--- src/dmac4_pkg.sv ---
// package: item kinds, port decode constants and controller-to-datapath command type
`timescale 1ns / 1ps

package dmac4_pkg;

    // item kinds carried in the input tuser
    typedef enum logic [1:0] {
        CMD_PORT_RD = 2'd0,
        CMD_PORT_WR = 2'd1,
        CMD_XFER_RD = 2'd2,
        CMD_XFER_WR = 2'd3
    } t_cmd;

    // controller register nibbles (port below 0x80)
    localparam logic [3:0] NIB_STATUS  = 4'h8;
    localparam logic [3:0] NIB_MODE    = 4'hB;
    localparam logic [3:0] NIB_CLR_FF  = 4'hC;
    localparam logic [3:0] NIB_MRESET  = 4'hD;

    // page register nibbles (port 0x80 and above)
    localparam logic [3:0] NIB_PAGE_CH2 = 4'h1;
    localparam logic [3:0] NIB_PAGE_CH3 = 4'h2;
    localparam logic [3:0] NIB_PAGE_CH1 = 4'h3;
    localparam logic [3:0] NIB_PAGE_CH0 = 4'h7;

    localparam logic [7:0] STATUS_BYTE   = 8'h0F;
    localparam logic [7:0] UNMAPPED_BYTE = 8'hFF;

    // mode byte bit positions
    localparam int MODE_AUTOINIT_BIT  = 4;
    localparam int MODE_DECREMENT_BIT = 5;

    localparam int NUM_CH = 4;

    // page port nibble to channel, bit 2 marks an assigned port
    function automatic logic [2:0] page_channel(input logic [3:0] nib);
        logic [2:0] r;
        unique case (nib)
            NIB_PAGE_CH2: r = {1'b1, 2'd2};
            NIB_PAGE_CH3: r = {1'b1, 2'd3};
            NIB_PAGE_CH1: r = {1'b1, 2'd1};
            NIB_PAGE_CH0: r = {1'b1, 2'd0};
            default:      r = 3'b000;
        endcase
        return r;
    endfunction

    // command from the controller to the datapath
    typedef struct packed {
        logic load;
        t_cmd op;
    } t_dp_cmd;

endpackage

--- src/dmac4_ctrl.sv ---
// controller: handshake state machine and item kind decode
`timescale 1ns / 1ps

module dmac4_ctrl
    import dmac4_pkg::*;
(
    input  logic       i_clk,
    input  logic       i_rst_n,
    input  logic       i_in_valid,
    input  logic [1:0] i_in_kind,
    input  logic       i_out_ready,
    output logic       o_in_ready,
    output logic       o_out_valid,
    output t_dp_cmd    o_cmd
);

    typedef enum logic {
        ST_EMPTY,
        ST_HOLD
    } t_state;

    t_state r_state;
    t_state n_state;
    logic   accept;

    // a new item may enter while the held result leaves
    assign o_in_ready  = (r_state == ST_EMPTY) || i_out_ready;
    assign accept      = i_in_valid && o_in_ready;
    assign o_out_valid = (r_state == ST_HOLD);

    assign o_cmd.load = accept;
    assign o_cmd.op   = t_cmd'(i_in_kind);

    // next state
    always_comb begin
        n_state = r_state;
        unique case (r_state)
            ST_EMPTY: begin
                if (accept) n_state = ST_HOLD;
            end
            ST_HOLD: begin
                if (accept)           n_state = ST_HOLD;
                else if (i_out_ready) n_state = ST_EMPTY;
            end
            default: n_state = ST_EMPTY;
        endcase
    end

    // state register
    always_ff @(posedge i_clk) begin
        if (!i_rst_n) begin
            r_state <= ST_EMPTY;
        end else begin
            r_state <= n_state;
        end
    end

endmodule

--- src/dmac4_dp.sv ---
// datapath: channel registers, port decode, transfer stepping and result register
`timescale 1ns / 1ps

module dmac4_dp
    import dmac4_pkg::*;
(
    input  logic        i_clk,
    input  logic        i_rst_n,
    input  t_dp_cmd     i_cmd,
    input  logic [7:0]  i_port,
    input  logic [7:0]  i_data,
    input  logic [1:0]  i_channel,
    output logic [7:0]  o_read_data,
    output logic [23:0] o_mem_addr,
    output logic        o_mem_read,
    output logic        o_mem_write,
    output logic [7:0]  o_mem_data
);

    logic        r_flip;
    logic [15:0] r_addr     [NUM_CH];
    logic [15:0] r_count    [NUM_CH];
    logic [15:0] r_rl_addr  [NUM_CH];
    logic [15:0] r_rl_count [NUM_CH];
    logic [7:0]  r_page     [NUM_CH];
    logic        r_auto     [NUM_CH];
    logic        r_dec      [NUM_CH];

    logic        n_flip;
    logic [15:0] n_addr     [NUM_CH];
    logic [15:0] n_count    [NUM_CH];
    logic [15:0] n_rl_addr  [NUM_CH];
    logic [15:0] n_rl_count [NUM_CH];
    logic [7:0]  n_page     [NUM_CH];
    logic        n_auto     [NUM_CH];
    logic        n_dec      [NUM_CH];

    logic [7:0]  r_read_data, n_read_data;
    logic [23:0] r_mem_addr,  n_mem_addr;
    logic        r_mem_read,  n_mem_read;
    logic        r_mem_write, n_mem_write;
    logic [7:0]  r_mem_data,  n_mem_data;

    logic [3:0]  nib;
    logic        is_page;
    logic [2:0]  pch_dec;
    logic [1:0]  pch;
    logic [1:0]  rch;
    logic [15:0] reg_val;
    logic [15:0] reg_new;
    logic [15:0] step_addr;
    logic [15:0] step_count;
    logic [1:0]  mode_ch;

    assign nib     = i_port[3:0];
    assign is_page = i_port[7];
    assign pch_dec = page_channel(nib);
    assign pch     = pch_dec[1:0];
    assign rch     = nib[2:1];
    assign mode_ch = i_data[1:0];

    // selected 16-bit register and its byte-merged write value
    assign reg_val = nib[0] ? r_count[rch] : r_addr[rch];
    assign reg_new = r_flip ? {i_data, reg_val[7:0]} : {reg_val[15:8], i_data};

    // transfer stepping on the item's channel
    assign step_addr  = r_dec[i_channel] ? (r_addr[i_channel] - 16'd1)
                                         : (r_addr[i_channel] + 16'd1);
    assign step_count = r_count[i_channel] - 16'd1;

    // item execution
    always_comb begin
        n_flip = r_flip;
        for (int c = 0; c < NUM_CH; c++) begin
            n_addr[c]     = r_addr[c];
            n_count[c]    = r_count[c];
            n_rl_addr[c]  = r_rl_addr[c];
            n_rl_count[c] = r_rl_count[c];
            n_page[c]     = r_page[c];
            n_auto[c]     = r_auto[c];
            n_dec[c]      = r_dec[c];
        end
        n_read_data = r_read_data;
        n_mem_addr  = r_mem_addr;
        n_mem_read  = r_mem_read;
        n_mem_write = r_mem_write;
        n_mem_data  = r_mem_data;

        if (i_cmd.load) begin
            n_read_data = 8'd0;
            n_mem_addr  = 24'd0;
            n_mem_read  = 1'b0;
            n_mem_write = 1'b0;
            n_mem_data  = 8'd0;
            unique case (i_cmd.op)
                CMD_PORT_RD: begin
                    if (is_page) begin
                        n_read_data = pch_dec[2] ? r_page[pch] : UNMAPPED_BYTE;
                    end else if (!nib[3]) begin
                        n_read_data = r_flip ? reg_val[15:8] : reg_val[7:0];
                        n_flip      = ~r_flip;
                    end else if (nib == NIB_STATUS) begin
                        n_read_data = STATUS_BYTE;
                    end else begin
                        n_read_data = UNMAPPED_BYTE;
                    end
                end
                CMD_PORT_WR: begin
                    if (is_page) begin
                        if (pch_dec[2]) n_page[pch] = i_data;
                    end else if (!nib[3]) begin
                        if (nib[0]) begin
                            n_count[rch]    = reg_new;
                            n_rl_count[rch] = reg_new;
                        end else begin
                            n_addr[rch]    = reg_new;
                            n_rl_addr[rch] = reg_new;
                        end
                        n_flip = ~r_flip;
                    end else begin
                        unique case (nib)
                            NIB_MODE: begin
                                n_auto[mode_ch] = i_data[MODE_AUTOINIT_BIT];
                                n_dec[mode_ch]  = i_data[MODE_DECREMENT_BIT];
                            end
                            NIB_CLR_FF: begin
                                n_flip = 1'b0;
                            end
                            NIB_MRESET: begin
                                n_flip = 1'b0;
                                for (int c = 0; c < NUM_CH; c++) begin
                                    n_addr[c]     = 16'd0;
                                    n_count[c]    = 16'd0;
                                    n_rl_addr[c]  = 16'd0;
                                    n_rl_count[c] = 16'd0;
                                    n_page[c]     = 8'd0;
                                    n_auto[c]     = 1'b0;
                                    n_dec[c]      = 1'b0;
                                end
                            end
                            default: begin
                            end
                        endcase
                    end
                end
                CMD_XFER_RD, CMD_XFER_WR: begin
                    n_mem_addr = {r_page[i_channel], r_addr[i_channel]};
                    // count wraps to all ones: auto-init reloads both registers
                    if ((r_count[i_channel] == 16'd0) && r_auto[i_channel]) begin
                        n_addr[i_channel]  = r_rl_addr[i_channel];
                        n_count[i_channel] = r_rl_count[i_channel];
                    end else begin
                        n_addr[i_channel]  = step_addr;
                        n_count[i_channel] = step_count;
                    end
                    if (i_cmd.op == CMD_XFER_WR) begin
                        n_mem_write = 1'b1;
                        n_mem_data  = i_data;
                    end else begin
                        n_mem_read = 1'b1;
                    end
                end
                default: begin
                end
            endcase
        end
    end

    // channel state
    always_ff @(posedge i_clk) begin
        if (!i_rst_n) begin
            r_flip <= 1'b0;
            for (int c = 0; c < NUM_CH; c++) begin
                r_addr[c]     <= 16'd0;
                r_count[c]    <= 16'd0;
                r_rl_addr[c]  <= 16'd0;
                r_rl_count[c] <= 16'd0;
                r_page[c]     <= 8'd0;
                r_auto[c]     <= 1'b0;
                r_dec[c]      <= 1'b0;
            end
        end else begin
            r_flip <= n_flip;
            for (int c = 0; c < NUM_CH; c++) begin
                r_addr[c]     <= n_addr[c];
                r_count[c]    <= n_count[c];
                r_rl_addr[c]  <= n_rl_addr[c];
                r_rl_count[c] <= n_rl_count[c];
                r_page[c]     <= n_page[c];
                r_auto[c]     <= n_auto[c];
                r_dec[c]      <= n_dec[c];
            end
        end
    end

    // result register
    always_ff @(posedge i_clk) begin
        r_read_data <= n_read_data;
        r_mem_addr  <= n_mem_addr;
        r_mem_read  <= n_mem_read;
        r_mem_write <= n_mem_write;
        r_mem_data  <= n_mem_data;
    end

    assign o_read_data = r_read_data;
    assign o_mem_addr  = r_mem_addr;
    assign o_mem_read  = r_mem_read;
    assign o_mem_write = r_mem_write;
    assign o_mem_data  = r_mem_data;

endmodule

--- src/dma_controller_four_channel_core.sv ---
// Four-channel DMA controller core, top level.
// Input stream: each item is a port read, a port write or a one-byte
// transfer. tuser carries the kind; tdata carries port, data and channel.
// Port items reach the per-channel 16-bit address and count registers
// through the shared byte flip-flop, plus page, mode, flip-flop clear,
// master reset and status. Transfer items return the 24-bit memory
// address and step that channel's address and count, with auto-init
// reload when the count wraps.
// Output stream: exactly one result item per input item, carrying
// read_data, mem_addr and mem_data in tdata and the read/write flags in tuser.
// The result is registered and presented in the cycle after the item is accepted.
// Throughput: one item per cycle while the receiver does not stall; all
// register updates finish in the accepting cycle, so the only limit is
// the single output register. Reset (synchronous, active low) clears
// all channel registers, the flip-flop and the output valid.
// When the receiver stalls, the result holds in the output register and
// s_axis_tready drops until it is taken; it rises again in the cycle the
// result leaves, so a new item can enter at the same edge.
`timescale 1ns / 1ps

module dma_controller_four_channel_core
    import dmac4_pkg::*;
(
    input  logic        i_clk,
    input  logic        i_rst_n,
    input  logic        s_axis_tvalid,
    output logic        s_axis_tready,
    input  logic [23:0] s_axis_tdata,   // port[7:0], data[15:8], channel[17:16], zero fill
    input  logic [1:0]  s_axis_tuser,   // cmd[1:0]
    output logic        m_axis_tvalid,
    input  logic        m_axis_tready,
    output logic [39:0] m_axis_tdata,   // read_data[7:0], mem_addr[31:8], mem_data[39:32]
    output logic [1:0]  m_axis_tuser    // mem_read[0], mem_write[1]
);

    t_dp_cmd     cmd;
    logic [7:0]  read_data;
    logic [23:0] mem_addr;
    logic        mem_read;
    logic        mem_write;
    logic [7:0]  mem_data;

    // handshake control
    dmac4_ctrl u_ctrl (
        .i_clk       (i_clk),
        .i_rst_n     (i_rst_n),
        .i_in_valid  (s_axis_tvalid),
        .i_in_kind   (s_axis_tuser),
        .i_out_ready (m_axis_tready),
        .o_in_ready  (s_axis_tready),
        .o_out_valid (m_axis_tvalid),
        .o_cmd       (cmd)
    );

    // channel registers and result
    dmac4_dp u_dp (
        .i_clk       (i_clk),
        .i_rst_n     (i_rst_n),
        .i_cmd       (cmd),
        .i_port      (s_axis_tdata[7:0]),
        .i_data      (s_axis_tdata[15:8]),
        .i_channel   (s_axis_tdata[17:16]),
        .o_read_data (read_data),
        .o_mem_addr  (mem_addr),
        .o_mem_read  (mem_read),
        .o_mem_write (mem_write),
        .o_mem_data  (mem_data)
    );

    // output packing
    assign m_axis_tdata = {mem_data, mem_addr, read_data};
    assign m_axis_tuser = {mem_write, mem_read};

endmodule
--- config.mk ---
export PLATFORM = sky130hd
export DESIGN_NAME = dma_controller_four_channel_core
export DESIGN_NICKNAME = d
export VERILOG_FILES = /design/src/dmac4_pkg.sv /design/src/dmac4_ctrl.sv /design/src/dmac4_dp.sv /design/src/dma_controller_four_channel_core.sv
export SDC_FILE = /design/constraint.sdc
export NUM_CORES = 1
export LEC_CHECK = 0
export BUFFER_PORTS_ARGS = -buffer_cell sky130_fd_sc_hd__buf_2
export CAP_MARGIN = 20
export CORE_MARGIN = 2
export CORE_UTILIZATION = 45
export CTS_BUF_LIST = sky130_fd_sc_hd__clkbuf_4
export DETAILED_ROUTE_END_ITERATION = 10
export GPL_TIMING_DRIVEN = 0
export SYNTH_ARGS = -nofsm -noshare
export SYNTH_HDL_FRONTEND = slang
export SYNTH_SLANG_ARGS = --single-unit
--- constraint.sdc ---
create_clock -name i_clk -period 5.75 [get_ports i_clk]
set_clock_uncertainty 0.05 [all_clocks]
set_input_delay 1.15 -clock i_clk [delete_from_list [all_inputs] [get_ports i_clk]]
set_output_delay 1.15 -clock i_clk [all_outputs]
set_load 0.02 [all_outputs]
==> reports/qor.csv <==
stage;metric;value;unit
logic_synthesis;post-synth-top-area-cell;dfxtp_1;
detailed_routing;vias;17200;
finish;mostFrequentLayoutCells;dfxtp_1 (292), nor2_1 (272), a22oi_1 (176);
power_and_ir_drop;total_power;5.67;mW
worst_hold_path;hp-class;flip-flop to flip-flop;
logic_synthesis;synth_nets;1914;
logic_synthesis;synth_top_area_frac;0.333;
detailed_routing;final_antenna_net_count;0;
detailed_routing;drc;0;
logic_synthesis;syn_inst;1867;
logic_synthesis;synth_warnings;0;
finish;design_area;19700;sq um
floorplanning;die_area;40700;sq um
clock_tree;cts_root_buffer;clkbuf_4;
logic_synthesis;async_reset_ff_frac;0;
critical_path;cp_max_fo;19;
logic_synthesis;synth_seq_cells;340;
critical_path;critical_path_class;primary input to flip-flop;
floorplanning;core-area;38600;sq um
sta;slew_headroom;0.174;
sta;final-setup-viol-count;0;
global_route;grt_start_max_net_pins;43;
power_and_ir_drop;power_density;287;nW/um^2
sta;hold_violations;0;
sta;rsz0062_at_grt;no;
power_and_ir_drop;peakVddDrop;0.000154;V
clock_tree;cts.clk_slew.worst_paths;0.06;ns
floorplanning;initial_core_util;0.456;
global_route;grt_pass1_vias;16500;
global_route;grt.overflow.total;0;
place;port_buffers;60;
clock_tree;cts.sinks;340;
logic_synthesis;synth-edff-count;48;
finish;drive_gt1_frac;0.178;
floorplanning;die_y;202;um
place;post_dp_cell_area;18600;sq um
sta;worst_pin_slew;1.24;ns
power_and_ir_drop;leakagePower;7.31;nW
floorplanning;die_x;202;um
sta;fin_crit_sh;0.954;
clock_tree;tritoncts;yes;
clock_tree;cts_buffer_depth;3;
critical_path;arrival;6.13;ns
logic_synthesis;yosysSeqAreaShare;0.415;
detailed_routing;dr.pass1.iters;6;
logic_synthesis;synth_cell_types;75;
outcome;status;complete, no violations;
critical_path;cp_num_buf_inv;5;
critical_path;path_cells;buf_2 > buf_4 > buf_2 > clkbuf_4 > buf_4 > mux4_2 > ha_1 > a211oi_1 > o21ai_0 > and3_1 > or4_1 > a31oi_2 > nor2_1 > nor3_1 > nor2_1;
logic_synthesis;synthesis.area;17600;sq um
logic_synthesis;syn_area_per_cell;9.41;sq um
detailed_routing;drt_wl_total;76800;um
finish;final_common_cell;dfxtp_1;
finish;areaGrowthSynthToFinish;12.3;%
critical_path;crit_path_end_kind;flip-flop;
global_route;grt_first_pass_wirelength;111000;um
floorplanning;pin_count;74;
detailed_routing;drt_iter0_markers;2420;
clock_tree;cts-htree-levels;3;
clock_tree;insertion_delay;0.83;ns
floorplanning;rows;72;
detailed_routing;routed_via_density;6.58;
sta;maxSlewViolCount;0;
sta;fin_crit;5.48;ns
clock_tree;cts_buffers;93;
critical_path;critPathSlowestCell;or4_1;
critical_path;critPathMaxStageDelay;0.52;ns
global_route;track_usage;0.375;
critical_path;cp-start-kind;primary input;
global_route;antenna_found_initial;1;
finish;utilization;0.512;
sta;max_freq;182;MHz
critical_path;worstPathRequired;6.40;ns
run;drv_cap;0;
finish;nets;2072;
place;dp_hpwl;56200;um
clock_tree;post-cts-setup-buffers;0;
critical_path;path_delay_family;buffers and inverters;
detailed_routing;wl_per_cell;29.4;um
logic_synthesis;synth_top_flop_cell;dfxtp_1;
place;gp_congestion;1.09;
logic_synthesis;ys_top_cells_by_area;dfxtp_1 (33%), mux4_2 (14%), edfxtp_1 (8.2%);
-- power by group --
group | internal [mW] | total (mW) | switching [mW]
registers | 2.47 | 2.51 | 0.0366
logic | 0.269 | 0.954 | 0.685
clock network | 1.13 | 2.21 | 1.08
-- sequential cells by signal, indices dropped and copies added (netlist names) --
| name | flops |
|---|---|
| u_ctrl.o_out_valid | 1 |
| u_dp.o_mem_addr | 24 |
| u_dp.o_mem_data | 8 |
| u_dp.o_mem_read | 1 |
| u_dp.o_mem_write | 1 |
| u_dp.o_read_data | 8 |
| u_dp.r_addr | 64 |
| u_dp.r_auto | 4 |
| u_dp.r_count | 64 |
| u_dp.r_dec | 4 |
| u_dp.r_flip | 1 |
| u_dp.r_page | 32 |
| u_dp.r_rl_addr | 64 |
| u_dp.r_rl_count | 64 |
-- area by class of cell --
cell class                      instances  area [sq um]
Fill cell                            3695         18800
Sequential cell                       340          7290
Clock inverter                         19          76.3
Inverter                               15          56.3
Antenna cell                            2          5.00
Multi-Input combinational cell       1342          9530
Buffer                                167           702
Timing Repair Buffer                   66           345
Clock buffer                          144          1080
Tap cell                              518           648
-- cells in the mapped netlist, types with 6 or more instances --
cell	count
ha_1	16
o211a_1	6
dfxtp_1	292
a32oi_1	7
o21ai_1	13
mux4_2	106
a31oi_1	21
nand2_1	120
clkbuf_1	133
mux2i_1	24
nor2_1	272
buf_1	10
nand3b_1	6
o22ai_1	13
a21oi_1	145
a21o_1	9
a22oi_1	176
nand3_1	11
mux2_2	8
and2_1	48
a2bb2oi_1	7
nor2b_1	7
a221oi_1	24
o21a_1	6
xnor2_1	12
xor2_1	10
and3_1	22
inv_1	11
edfxtp_1	48
buf_2	20
nor3_1	22
o211ai_1	9
o21ai_0	153
-- logic make-up after synthesis --
| family | synth area share |
|---|---|
| xor+xnor | 0.0110 |
| flops | 0.415 |
| mux | 0.155 |
| fa+ha+maj | 0.0131 |
| buf+inv | 0.0431 |
| compound gates | 0.225 |
| simple gates | 0.138 |
-- through the flow --
stage          std cells  TNS [ns]  setup slack, ns  hold slack, ns
2_1_floorplan       1867         0            0.443           0.387
5_1_grt             2612         0           0.0236           0.450
3_3_place_gp        2445    -64.75            -1.80           0.410
6_report            2613         0            0.265           0.427
3_5_place_dp        2449    -66.95            -1.64           0.400
4_1_cts             2612         0           0.0136           0.421
-- per-layer routing --
metal / vias to the layer above / routed length, um / global-route usage
li1: 7352 / - / -
met1: 8319 / 28900 / 0.475
met2: 1264 / 33300 / 0.564
met3: 269 / 9490 / 0.113
met4: 0 / 5060 / 0.226
met5: - / 0 / 0.00595
-- timing repair --
action,4_1_cts,5_1_grt
setup endpoints to repair,48,13
hold buffers,0,0
gates resized for setup,6,4
-- path summary, 6_finish.rpt --
check / startpoint / to / slack [ns] / cells past startpoint
worst max register to register: u_dp.r_dec[2]$_DFFE_PP_ / u_dp.r_addr[0][14]$_SDFFE_PN0P_ / 1.84 / 10
worst min-delay path: u_dp.r_dec[3]$_DFF_P_ / u_dp.r_dec[3]$_DFF_P_ / 0.43 / 1
worst min register to register: u_dp.r_dec[3]$_DFF_P_ / u_dp.r_dec[3]$_DFF_P_ / 0.43 / 1
worst max-delay path: s_axis_tdata[17] / u_dp.r_addr[0][14]$_SDFFE_PN0P_ / 0.27 / 15
Note: power is estimated with default switching activity, not from simulation.
